File: src/design/c816alu_pkg.sv
// ----------------------------------------------------------------------------
// c816alu_pkg: shared types and constants for the 65816-style binary ALU
// Operation codes, width masks and the item structures of both channels.
// ----------------------------------------------------------------------------
package c816alu_pkg;

   typedef enum logic [3:0] {
      MODE_ADC = 4'd0,
      MODE_SBC = 4'd1,
      MODE_ORA = 4'd2,
      MODE_AND = 4'd3,
      MODE_EOR = 4'd4,
      MODE_CMP = 4'd5,
      MODE_CPX = 4'd6,
      MODE_CPY = 4'd7,
      MODE_INC = 4'd8,
      MODE_DEC = 4'd9,
      MODE_INX = 4'd10,
      MODE_INY = 4'd11,
      MODE_DEX = 4'd12,
      MODE_DEY = 4'd13,
      MODE_XBA = 4'd14
   } alu_mode_type;

   localparam logic [15:0] MASK_NARROW = 16'h00FF;
   localparam logic [15:0] MASK_WIDE   = 16'hFFFF;

   typedef struct packed {
      alu_mode_type mode;
      logic [15:0]  acc_in;
      logic [15:0]  x_in;
      logic [15:0]  y_in;
      logic [15:0]  operand;
      logic         carry_in;
      logic         overflow_in;
      logic         mem_narrow;
      logic         index_narrow;
      logic         acc_target;
   } req_item_type;

   typedef struct packed {
      logic [15:0] acc_out;
      logic [15:0] x_out;
      logic [15:0] y_out;
      logic [15:0] mem_out;
      logic        mem_write;
      logic        n_flag;
      logic        v_flag;
      logic        z_flag;
      logic        c_flag;
   } rsp_item_type;

endpackage

File: src/design/c816alu_core.sv
// ----------------------------------------------------------------------------
// c816alu_core: combinational ALU and flag network
// Computes the new registers, memory write-back value and N, V, Z, C flags
// for one item at 8-bit or 16-bit width.
// ----------------------------------------------------------------------------
module c816alu_core
   import c816alu_pkg::*;
(
   input  req_item_type item,
   output rsp_item_type result
);

   always_comb begin
      logic [15:0] mmask;
      logic [15:0] xmask;
      logic [15:0] a;
      logic [15:0] m;
      logic [15:0] b;
      logic [15:0] r;
      logic [15:0] o;
      logic [15:0] src;
      logic [15:0] res;
      logic [16:0] sum;
      logic [16:0] diff;
      logic        narrow;
      logic        nz_valid;

      mmask    = item.mem_narrow ? MASK_NARROW : MASK_WIDE;
      xmask    = item.index_narrow ? MASK_NARROW : MASK_WIDE;
      a        = item.acc_in & mmask;
      m        = item.operand & mmask;
      b        = (item.mode == MODE_SBC) ? (~m & mmask) : m;
      r        = ((item.mode == MODE_CPX || item.mode == MODE_INX || item.mode == MODE_DEX)
                  ? item.x_in : item.y_in) & xmask;
      o        = item.operand & xmask;
      src      = item.acc_target ? a : m;
      sum      = 17'(a) + 17'(b) + 17'(item.carry_in);
      diff     = 17'(a) - 17'(m);
      res      = '0;
      narrow   = item.mem_narrow;
      nz_valid = 1'b1;

      result.acc_out   = item.acc_in;
      result.x_out     = item.x_in;
      result.y_out     = item.y_in;
      result.mem_out   = '0;
      result.mem_write = 1'b0;
      result.v_flag    = item.overflow_in;
      result.c_flag    = item.carry_in;

      case (item.mode)
         MODE_ADC, MODE_SBC: begin
            res           = sum[15:0] & mmask;
            result.c_flag = item.mem_narrow ? sum[8] : sum[16];
            result.v_flag = item.mem_narrow ? ((a[7] ^ res[7]) & (b[7] ^ res[7]))
                                            : ((a[15] ^ res[15]) & (b[15] ^ res[15]));
         end
         MODE_ORA: res = a | m;
         MODE_AND: res = a & m;
         MODE_EOR: res = a ^ m;
         MODE_CMP: begin
            res           = diff[15:0] & mmask;
            result.c_flag = ~diff[16];
         end
         MODE_CPX, MODE_CPY: begin
            diff          = 17'(r) - 17'(o);
            res           = diff[15:0] & xmask;
            result.c_flag = ~diff[16];
            narrow        = item.index_narrow;
         end
         MODE_INC, MODE_DEC: begin
            res = ((item.mode == MODE_INC) ? src + 16'd1 : src - 16'd1) & mmask;
            if (!item.acc_target) begin
               result.mem_out   = res;
               result.mem_write = 1'b1;
            end
         end
         MODE_INX, MODE_INY, MODE_DEX, MODE_DEY: begin
            res    = ((item.mode == MODE_INX || item.mode == MODE_INY)
                      ? r + 16'd1 : r - 16'd1) & xmask;
            narrow = item.index_narrow;
            if (item.mode == MODE_INX || item.mode == MODE_DEX) begin
               result.x_out = res;
            end else begin
               result.y_out = res;
            end
         end
         MODE_XBA: begin
            result.acc_out = {item.acc_in[7:0], item.acc_in[15:8]};
            res            = {8'h00, item.acc_in[15:8]};
            narrow         = 1'b1;
         end
         default: nz_valid = 1'b0;
      endcase

      if (item.mode == MODE_ADC || item.mode == MODE_SBC || item.mode == MODE_ORA ||
          item.mode == MODE_AND || item.mode == MODE_EOR ||
          ((item.mode == MODE_INC || item.mode == MODE_DEC) && item.acc_target)) begin
         result.acc_out = item.mem_narrow ? {item.acc_in[15:8], res[7:0]} : res;
      end

      result.n_flag = nz_valid & (narrow ? res[7] : res[15]);
      result.z_flag = nz_valid & (res == 16'h0000);
   end

endmodule

File: src/design/cpu65816_alu_flags.sv
// ----------------------------------------------------------------------------
// cpu65816_alu_flags: binary-mode ALU of a 65816-style processor
// An accepted item is held in the input register and is then loaded into the
// result register once that register is free; the result register shows it.
// Throughput: one item per cycle while rsp_stall is low; the input and result
// registers let one new item enter while a finished result waits under rsp_stall.
// Reset: synchronous reset empties both registers; payload is not cleared.
// ----------------------------------------------------------------------------
module cpu65816_alu_flags
   import c816alu_pkg::*;
(
   input  logic        clock,
   input  logic        reset,

   input  logic        req_valid,
   output logic        req_stall,
   input  logic [3:0]  req_mode,
   input  logic [15:0] req_acc_in,
   input  logic [15:0] req_x_in,
   input  logic [15:0] req_y_in,
   input  logic [15:0] req_operand,
   input  logic        req_carry_in,
   input  logic        req_overflow_in,
   input  logic        req_mem_narrow,
   input  logic        req_index_narrow,
   input  logic        req_acc_target,

   output logic        rsp_valid,
   input  logic        rsp_stall,
   output logic [15:0] rsp_acc_out,
   output logic [15:0] rsp_x_out,
   output logic [15:0] rsp_y_out,
   output logic [15:0] rsp_mem_out,
   output logic        rsp_mem_write,
   output logic        rsp_n_flag,
   output logic        rsp_v_flag,
   output logic        rsp_z_flag,
   output logic        rsp_c_flag
);

   req_item_type req_ff;
   req_item_type req_in;
   logic         req_valid_ff;
   logic         req_valid_in;
   rsp_item_type rsp_ff;
   rsp_item_type rsp_comb;
   logic         rsp_valid_ff;
   logic         rsp_valid_in;
   logic         rsp_ready;
   logic         rsp_load;
   logic         req_ready;
   logic         req_take;

   assign rsp_ready = !rsp_valid_ff || !rsp_stall;
   assign rsp_load  = req_valid_ff && rsp_ready;
   assign req_ready = !req_valid_ff || rsp_ready;
   assign req_take  = req_valid && req_ready;
   assign req_stall = !req_ready;

   always_comb begin
      req_in.mode         = alu_mode_type'(req_mode);
      req_in.acc_in       = req_acc_in;
      req_in.x_in         = req_x_in;
      req_in.y_in         = req_y_in;
      req_in.operand      = req_operand;
      req_in.carry_in     = req_carry_in;
      req_in.overflow_in  = req_overflow_in;
      req_in.mem_narrow   = req_mem_narrow;
      req_in.index_narrow = req_index_narrow;
      req_in.acc_target   = req_acc_target;
   end

   assign req_valid_in = req_ready ? req_valid : req_valid_ff;
   assign rsp_valid_in = rsp_ready ? req_valid_ff : rsp_valid_ff;

   c816alu_core u_core (
      .item   (req_ff),
      .result (rsp_comb)
   );

   always_ff @(posedge clock) begin
      if (reset) begin
         req_valid_ff <= 1'b0;
         rsp_valid_ff <= 1'b0;
      end else begin
         req_valid_ff <= req_valid_in;
         rsp_valid_ff <= rsp_valid_in;
      end
   end

   always_ff @(posedge clock) begin
      if (req_take) begin
         req_ff <= req_in;
      end
      if (rsp_load) begin
         rsp_ff <= rsp_comb;
      end
   end

   assign rsp_valid     = rsp_valid_ff;
   assign rsp_acc_out   = rsp_ff.acc_out;
   assign rsp_x_out     = rsp_ff.x_out;
   assign rsp_y_out     = rsp_ff.y_out;
   assign rsp_mem_out   = rsp_ff.mem_out;
   assign rsp_mem_write = rsp_ff.mem_write;
   assign rsp_n_flag    = rsp_ff.n_flag;
   assign rsp_v_flag    = rsp_ff.v_flag;
   assign rsp_z_flag    = rsp_ff.z_flag;
   assign rsp_c_flag    = rsp_ff.c_flag;

   // The input side stalls only while the input register holds an item.
   assert property (@(posedge clock) disable iff (reset)
      req_stall |-> req_valid_ff)
      else $error("input stalled with an empty input register");

   // A result without a memory write carries a zero write-back value.
   assert property (@(posedge clock) disable iff (reset)
      rsp_valid && !rsp_mem_write |-> rsp_mem_out == 16'h0000)
      else $error("memory value present without a memory write");

   // A narrow logic operation keeps the high byte of the accumulator.
   assert property (@(posedge clock) disable iff (reset)
      rsp_load && req_ff.mem_narrow &&
      (req_ff.mode == MODE_ORA || req_ff.mode == MODE_AND || req_ff.mode == MODE_EOR)
      |=> rsp_acc_out[15:8] == $past(req_ff.acc_in[15:8]))
      else $error("narrow accumulator lost its high byte");

   // A narrow index increment clears the high byte of X.
   assert property (@(posedge clock) disable iff (reset)
      rsp_load && req_ff.index_narrow && req_ff.mode == MODE_INX
      |=> rsp_x_out[15:8] == 8'h00)
      else $error("narrow index kept a high byte");

   // Every result loaded into the result register is presented as valid.
   assert property (@(posedge clock) disable iff (reset)
      rsp_load |=> rsp_valid)
      else $error("result lost after loading");

endmodule

File: config.mk
export PLATFORM = sky130hd
export DESIGN_NAME = cpu65816_alu_flags
export DESIGN_NICKNAME = d
export VERILOG_FILES = /design/src/design/c816alu_pkg.sv /design/src/design/c816alu_core.sv /design/src/design/cpu65816_alu_flags.sv
export SDC_FILE = /design/constraint.sdc
export NUM_CORES = 1
export LEC_CHECK = 0
export BUFFER_PORTS_ARGS = -buffer_cell sky130_fd_sc_hd__buf_2
export CAP_MARGIN = 10
export CORE_AREA = 3 3 164 182
export CTS_BUF_LIST = sky130_fd_sc_hd__clkbuf_2
export CTS_CLUSTER_SIZE = 28
export DETAILED_ROUTE_END_ITERATION = 8
export DIE_AREA = 0 0 167 185
export PLACE_DENSITY = 0.71
export SKIP_LAST_GASP = 1
export SLEW_MARGIN = 10
export SYNTH_ARGS = -nofsm -noshare
export SYNTH_HDL_FRONTEND = slang
export SYNTH_SLANG_ARGS = --single-unit
File: constraint.sdc
create_clock -name clock -period 8 [get_ports clock]
set_input_delay 0.4 -clock clock [delete_from_list [all_inputs] [get_ports clock]]
set_output_delay 0.4 -clock clock [all_outputs]
set_load 0.1 [all_outputs]
==> results of run 1 <==
## placed cells by master, fill, tap and decap left out, drive strengths merged, types with 6 or more instances in the layout
master	n
buf	160
edfxtp	142
nand2	137
ha	105
nor2	100
o21ai	85
a21oi	80
dlygate4sd3	76
inv	70
xnor2	49
nand2b	41
nor3	22
xor2	22
a21o	19
clkbuf	18
mux2	17
nor2b	17
a31oi	17
o22ai	16
a211oi	15
mux2i	14
o31ai	13
or2	13
or3	11
nand3	11
nand4	10
a211o	10
o21a	10
o211ai	10
o21bai	9
o2111ai	9
a221oi	8
and2	8
nor4	8
and3	7
nor3b	6
a22oi	6
fa	6
clkinv	6
## routing by layer
metal,global-route usage,up-vias
li1,-,4976
met1,0.3018,4846
met2,0.4020,388
met3,0.02775,79
met4,0.1106,0
met5,0,-
## worst min-delay path, stage by stage
cell	delay [ns]
buf_2	0.12
and3_1	0.22
nor2_1	0.11
nor2_1	0.04
## registers in the layout, indices dropped and copies added, names as in the netlist, 16 cells and up
name and flops:
req_ff 73, rsp_acc_out 16, rsp_mem_out 16, rsp_x_out 16, rsp_y_out 16
## metrics by stage
stage | hold WS [ns] | power (mW) | instance area, µm² | util | instances
6_report | 0.1421 | 2.261 | 13640 | 0.4880 | 1817
5_1_grt | 0.08664 | 2.382 | 13640 | 0.4880 | 1817
4_1_cts | 0.06100 | 2.267 | 13640 | 0.4879 | 1816
3_5_place_dp | 0.4757 | 1.748 | 12610 | 0.4511 | 1708
3_3_place_gp | 0.4675 | 1.742 | 12610 | 0.4511 | 1708
2_1_floorplan | 0.4444 | 1.547 | 11460 | - | 1230
## power by group through the flow
stage	logic [mW]	clock network (mW)	registers (mW)
floorplan	0.475	0	1.07
CTS	0.842	0.502	0.922
global placement	0.803	0	0.938
detailed placement	0.809	0	0.939
global route	0.921	0.533	0.928
finish	0.852	0.485	0.923
## kinds of logic (layout without fill, tap and decap cells)
group / after synthesis / count (layout) / synth area share
muxes: 31 / 31 / 0.02893
xor gates and xnor gates: 71 / 71 / 0.05426
and+or+nand+nor: 412 / 412 / 0.1760
DFF: 144 / 144 / 0.3756
AOI/OAI and AO/OA: 349 / 349 / 0.2014
adders and majority gates: 112 / 112 / 0.1263
other: 0 / 1 / 0
buffers and inverters: 111 / 334 / 0.03745
## worst paths after layout
check / from / to / slack, ns / cells past startpoint
max: req_ff[72] / rsp_z_flag / 1.80 / 17
max reg2reg: req_ff[72] / rsp_z_flag / 1.80 / 17
min reg2reg: req_ff[3] / rsp_v_flag / 0.55 / 2
min: rsp_stall / req_valid_ff / 0.14 / 4
## repair_timing
action / 4_1_cts / 5_1_grt
hold buffers: 76 / 0
resized for setup: 0 / 0
hold endpoints to repair: 75 / 0
## layout make-up
class                   count  area share
diodes                      1   0.0001835
inverters                  66     0.01817
clock inverters            14     0.01312
flip-flops and latches    144      0.3156
well taps                 363     0.03330
repair buffers            236      0.1169
multi-input cells         975      0.4961
clock buffers              18    0.006605
==> metrics.csv, run 1 <==
stage,metric,value,unit
setup_path,worst-path fanout max,28,
yosys,largest cells by area after synthesis,"edfxtp_1 (37%), ha_1 (11%), nand2_1 (4.5%), xnor2_1 (3.7%), o21ai_0 (3.5%)",
clock_network,Clock Latency Late Sink,0.81,ns
setup_path,critical path startpoint category,register,
timing,# setup viols final,0,
drt,post-route ant nets,0,
pwr,Seq pwr share,0.408,
timing,max_slew headroom,0.3214,
yosys,register area share after synthesis,0.3756,
timing,Final min period,6.197,ns
run,Max-Cap Viols,0,
timing,Slew Limit Fails,0,
place,RePlAce Congestion,0.9514,
yosys,area share of the leading cell type in the synthesized netlist,0.3721,
pwr,switching power,899.6,µW
drt,1st-iter DRT viols,968,
clock_network,clk root buf,clkbuf_2,
drt,met3 wire len,1838,µm
global_route,global route overflow,0,
place,dpl ws,2.037,ns
global_route,number of global-route vias before repair,10180,
timing,RSZ-0062 raised after global routing,false,
drt,met2 routed WL,17970,µm
clock_network,Clock Tree Buf Depth,2,
die,Core ar.,27950,µm²
setup_path,Setup CP Type,register to register,
place,PortBufs,147,
timing,Hold Fails Final Rpt,0,
drt,WL/cell,20.37,µm
setup_path,Crit-path slowest cell,and2_1,
min_path,Hold Crit Class,input pin to register,
drt,met1 WL,15640,µm
drt,via density per instance,5.663,
pwr,pwr dens,165.8,nW/µm²
setup_path,CP peak stage delay,0.89,ns
yosys,Synth top cells by count,"edfxtp_1 (142), nand2_1 (137), ha_1 (105), nor2_1 (100), o21ai_0 (81)",
layout,Reg area,4304,µm²
layout,share of layout cells above drive strength 1,0.1652,
die,Ports,148,
global_route,initial antenna violation count,1,
yosys,Yosys reg bits,144,
yosys,Post-Synthesis Net Count,1418,
yosys,number of library cell types mapped by synthesis,81,
drt,final routed DRC violation total,0,
pwr,sw frac,0.3980,
place,dpl hpwl,27800,µm
setup_path,crit path cell chain,nor3_1 -> and2_1 -> xnor2_1 -> fa_1 -> inv_1 -> fa_1 -> xnor2_1 -> o22ai_1 -> a221o_1 -> nor4_1 -> nand4_1 -> a2111oi_0 -> nand2b_1 -> nor4b_2 -> nand4_1 -> a211oi_2 -> o2111a_1,
global_route,first-pass GRT wire length,56630,µm
yosys,cell taking the most area after synthesis,edfxtp_1,
setup_path,crit-path leading delay family,simple AND/OR/NAND/NOR gates,
layout,Layout Area Growth over Synthesis,19.01,%
clock_network,clk sink count,144,
clock_network,CTS tree,done,
setup_path,CP Data Required Time,8.66,ns
timing,skew final,0.07516,ns
pwr,Peak VDD IR,88.52,µV
setup_path,CP Buf/Inv Count,1,
yosys,top-count cell post-synth,edfxtp_1,
pwr,Power Internal,1.361,mW
die,DIE WIDTH,167,µm
yosys,Synth Instances,1230,
setup_path,CP endpoint kind,register,
layout,# nets final,1628,
timing,worst setup margin,1.803,ns
timing,Highest Clock Rate,161.4,MHz
clock_network,clk slew on worst S/H paths,0.24,ns
global_route,GRT Util Overall,0.2360,
drt,uppermost layer routed,met4,
drt,routed via count,10290,
pwr,Lkg Pwr,5.674,nW
setup_path,crit path DAT,6.85,ns
timing,"Period Utilization, post-route",0.7747,
yosys,number of flops mapped to enable cells by yosys,142,
yosys,YS warnings,0,
pwr,Combinational Power Share,0.377,
layout,Fill cells,2619,
die,Die Ht,185,µm
die,DIE AREA,30900,µm²
run_status,status,completed,
layout,Multi-input gate area,6766,µm²
die,starting density of the core,0.4101,
timing,TNS Setup,0,ns
global_route,largest net degree at the start of global routing,74,
yosys,ys async rst share,0,
yosys,"Cell Area, Synth",11460,µm²
clock_network,H-tree levels,4,
clock_network,CTS Buf Count,17,
yosys,syn avg cell area,9.317,µm²
drt,final wirelength,37020,µm
clock_network,Post-CTS Setup Inserts,0,
die,FP Rows,64,
timing,worst slew pin tran,1.016,ns
yosys,Main synth FF type,edfxtp_1,
drt,First-pass DRT Iterations,5,
pwr,Clk pwr share,0.215,
(Power assumes the default switching activity.)
==> run 2, diff against run 1 <==
ABC_AREA = 1   (was not set)
CORE_AREA = 3 3 164 181   (was 3 3 164 182)
DIE_AREA = 0 0 167 184   (was 0 0 167 185)
clock period = 6.3 ns   (was 8 ns; I/O delays follow)
==> run 2 against run 1 <==
Effect of this change: non-clock buffer count stayed put; combinational power is 23% higher; clock-buffer cell count stayed put; sequential power is 26% higher; utilization is 0.13 points lower; setup slack better by 0.038 ns; area after synthesis is 0.41% lower; critical path depth is 9 higher; hold slack better by 0.043 ns; sequential share of layout area is 0.087 points higher; critical endpoint is now rsp_acc_out[14]; largest power group unchanged; highest routed layer unchanged.
==> metrics.csv, run 2 <==
stage,metric,value,unit,change
run_status,status,completed,,unchanged
pwr,Power Internal,1.628,mW,was 1.361 mW
yosys,Main synth FF type,edfxtp_1,,unchanged
setup_path,CP endpoint kind,register,,unchanged
yosys,area share of fa/ha/maj cells after synthesis,0.1256,,was 0.1263
drt,First-pass DRT Iterations,6,,was 5
layout,Fill cells,2718,,was 2619
die,DIE WIDTH,167,µm,unchanged
drt,1st-iter DRT viols,1164,,was 968
die,Die Ht,184,µm,was 185 µm
yosys,Yosys reg bits,144,,unchanged
yosys,ys async rst share,0,,unchanged
yosys,Post-Synthesis Net Count,1674,,was 1418
timing,"Period Utilization, post-route",0.7078,,was 0.7747
pwr,Total Power,2.798,mW,was 2.261 mW
clock_network,clk slew on worst S/H paths,0.24,ns,about the same
drt,post-route ant nets,0,,unchanged
global_route,GRT Util Overall,0.2449,,was 0.2360
place,PortBufs,147,,unchanged
clock_network,Clock Latency Late Sink,0.85,ns,was 0.81 ns
yosys,Synth top cells by count,"nand2_1 (359), inv_1 (179), nor2_1 (150), edfxtp_1 (142), o21ai_0 (124)",,"was edfxtp_1 (142), nand2_1 (137), ha_1 (105), nor2_1 (100), o21ai_0 (81)"
die,FP Rows,64,,unchanged
yosys,Synth Instances,1486,,was 1230
layout,"Cell Count, Final, Fillers Out",2089,,was 1817
timing,Slew Limit Fails,0,,unchanged
layout,Biggest register,req_ff,,unchanged
global_route,global route overflow,0,,unchanged
setup_path,Setup CP Type,register to register,,unchanged
layout,Final Instance Area,13600,µm²,was 13640 µm²
die,Core ar.,27950,µm²,unchanged
clock_network,clk root buf,clkbuf_2,,unchanged
pwr,pwr dens,205.7,nW/µm²,was 165.8 nW/µm²
drt,final routed DRC violation total,0,,unchanged
drt,via density per instance,5.406,,was 5.663
layout,post-layout util,0.4867,,was 0.4880
yosys,largest cells by area after synthesis,"edfxtp_1 (37%), nand2_1 (12%), ha_1 (12%), inv_1 (5.9%), o21ai_0 (5.4%)",,"was edfxtp_1 (37%), ha_1 (11%), nand2_1 (4.5%), xnor2_1 (3.7%), o21ai_0 (3.5%)"
yosys,"Cell Area, Synth",11410,µm²,was 11460 µm²
timing,# setup viols final,0,,unchanged
yosys,number of library cell types mapped by synthesis,48,,was 81
drt,final wirelength,38240,µm,was 37020 µm
setup_path,critical path startpoint category,register,,unchanged
timing,RSZ-0062 raised after global routing,false,,unchanged
pwr,Seq pwr share,0.415,,was 0.408
yosys,Compound-Gate Fraction of Synth Area,0.1400,,was 0.2014
yosys,YS warnings,0,,unchanged
place,dpl ws,1.906,ns,was 2.037 ns
yosys,cell taking the most area after synthesis,edfxtp_1,,unchanged
yosys,register area share after synthesis,0.3772,,was 0.3756
die,DIE AREA,30730,µm²,was 30900 µm²
timing,worst setup margin,1.841,ns,was 1.803 ns
timing,TNS Setup,0,ns,unchanged
place,dpl hpwl,28990,µm,was 27800 µm
min_path,Hold Crit Class,input pin to register,,unchanged
yosys,top-count cell post-synth,nand2_1,,was edfxtp_1
timing,Hold Fails Final Rpt,0,,unchanged
layout,Layout Area Growth over Synthesis,19.18,%,was 19.01%
yosys,Post-Synth XOR/XNOR Area,0.01765,,was 0.05426
pwr,Peak VDD IR,123.3,µV,was 88.52 µV
setup_path,crit path DAT,5.07,ns,was 6.85 ns
place,Area after DPL,12570,µm²,was 12610 µm²
setup_path,worst-path fanout max,20,,was 28
layout,"most common cell after layout, fill and taps aside",nand2_1,,was buf_2
place,RePlAce Congestion,0.9659,,was 0.9514
clock_network,clk sink count,144,,unchanged
layout,# nets final,1898,,was 1628
yosys,largest family of logic cells by synthesized area,simple AND/OR/NAND/NOR gates,,was compound AO/OA/AOI/OAI gates
layout,share of layout cells above drive strength 1,0.1376,,was 0.1652
global_route,initial antenna violation count,3,,was 1
clock_network,post-cts sizing count,0,,unchanged
setup_path,CP Data Required Time,6.91,ns,was 8.66 ns
die,starting density of the core,0.4084,,was 0.4101
yosys,number of flops mapped to enable cells by yosys,142,,unchanged
run,Max-Cap Viols,0,,unchanged
pwr,Clk pwr share,0.211,,was 0.215
drt,routed via count,11290,,was 10290
yosys,multiplexer share of the synthesized area,0.0008771,,was 0.02893
yosys,Simple-Gate Fraction of Synth Area,0.2659,,was 0.1760
global_route,number of global-route vias before repair,10670,,was 10180
layout,most frequent cells in the layout,"nand2_1 (359), inv_1 (178), nor2_1 (150)",,"was buf_2 (147), edfxtp_1 (142), nand2_1 (137)"
pwr,Lkg Pwr,6.405,nW,was 5.674 nW
pwr,sw frac,0.4183,,was 0.3980
place,dpl cells,1976,,was 1708
timing,hold slack,0.1855,ns,was 0.1421 ns
timing,max_slew headroom,0.3040,,was 0.3214
clock_network,Clock Tree Buf Depth,2,,unchanged
pwr,Combinational Power Share,0.374,,was 0.377
clock_network,H-tree levels,4,,unchanged
global_route,largest net degree at the start of global routing,74,,unchanged
drt,WL/cell,18.31,µm,was 20.37 µm
timing,skew final,0.06297,ns,was 0.07516 ns
clock_network,CTS Buf Count,17,,unchanged
yosys,area share of the leading cell type in the synthesized netlist,0.3736,,was 0.3721
timing,worst slew pin tran,1.037,ns,was 1.016 ns
global_route,first-pass GRT wire length,58210,µm,was 56630 µm
timing,Final min period,4.459,ns,was 6.197 ns
yosys,syn avg cell area,7.680,µm²,was 9.317 µm²
die,Ports,148,,unchanged
clock_network,CTS tree,done,,unchanged
layout,max reg flops,73,,unchanged
pwr,switching power,1.170,mW,was 899.6 µW
timing,Highest Clock Rate,224.3,MHz,was 161.4 MHz
==> run 2: cell types whose count changed in the layout (fill, tap and decap cells not counted), moves of 40 or more <==
| cell | previous run | this run |
|---|---|---|
| nand2_1 | 137 | 359 |
| nand2b_1 | 41 | 1 |
| nand3_1 | 11 | 103 |
| inv_1 | 65 | 178 |
| xnor2_1 | 49 | 4 |
| nor2_1 | 100 | 150 |
| o21ai_0 | 81 | 124 |
==> run 2: per-layer routing <==
layer	wire, µm	track usage	vias to the layer above	part of all wire
met5	0	0	-	0
met4	1951	0.1221	0	0.051
met3	2731	0.04022	124	0.071
met2	17450	0.3959	496	0.46
met1	16110	0.3202	5185	0.42
li1	-	-	5489	-
==> run 2: cell families (layout without fill, tap and decap cells) <==
| family | Yosys count | in the layout |
|---|---|---|
| xor gates and xnor gates | 23 | 23 |
| adders and majority gates | 111 | 111 |
| other | 0 | 3 |
| and+or+nand+nor | 702 | 702 |
| DFF | 144 | 144 |
| muxes | 1 | 1 |
| buffers and inverters | 217 | 454 |
| AOI/OAI and AO/OA | 288 | 288 |
==> run 2: final cells by class <==
cell class | count | area, µm² | area share
antenna | 3 | 7.507 | 0.0005520
clock buffer | 18 | 90.09 | 0.006624
clock inverter | 14 | 151.4 | 0.01113
inverter | 186 | 700.7 | 0.05152
multi-input combinational | 1125 | 6294 | 0.4627
sequential | 144 | 4304 | 0.3165
tap | 363 | 454.2 | 0.03339
timing repair buffer | 236 | 1599 | 0.1176
==> run 2: power by group through the flow <==
stage          clock, mW  combinational, mW  sequential [mW]
6_report           0.590               1.05             1.16
5_1_grt            0.642               1.15             1.17
4_1_cts            0.599               1.03             1.16
3_5_place_dp           0              0.983             1.18
3_3_place_gp           0              0.971             1.18
2_1_floorplan          0              0.577             1.34
==> run 2: worst max-delay path, cell delays in order, from the launching register on <==
cell	delay, ns
edfxtp_1	0.57
inv_4	0.14
nor2_4	0.05
nand2_2	0.11
nand3_2	0.43
inv_2	0.40
nand2_1	0.07
o21ai_0	0.18
inv_1	0.16
fa_1	0.47
or3_1	0.38
nand2_1	0.11
nand2_1	0.06
nand2_1	0.05
inv_1	0.05
nor2_2	0.14
nand2_2	0.09
nand2_2	0.08
nand2_1	0.07
nand2_1	0.06
nand2_1	0.04
nand3_1	0.13
nor2_1	0.07
nor2_1	0.14
nand2_1	0.06
nand2_1	0.06
nand2_1	0.05
==> run 2: what timing repair did <==
action                    in CTS  in global routing
buffers inserted               0                  0
hold buffers                  78                  0
hold endpoints to repair      75                  0
==> run 2: path summary, 6_finish.rpt <==
kind	from	to	slack, ns	cells after the start
max	req_ff[70]	rsp_acc_out[14]	1.84	26
min	req_mem_narrow	req_ff[2]	0.19	2
max reg2reg	req_ff[70]	rsp_acc_out[14]	1.84	26
min reg2reg	req_ff[40]	rsp_x_out[3]	0.60	2
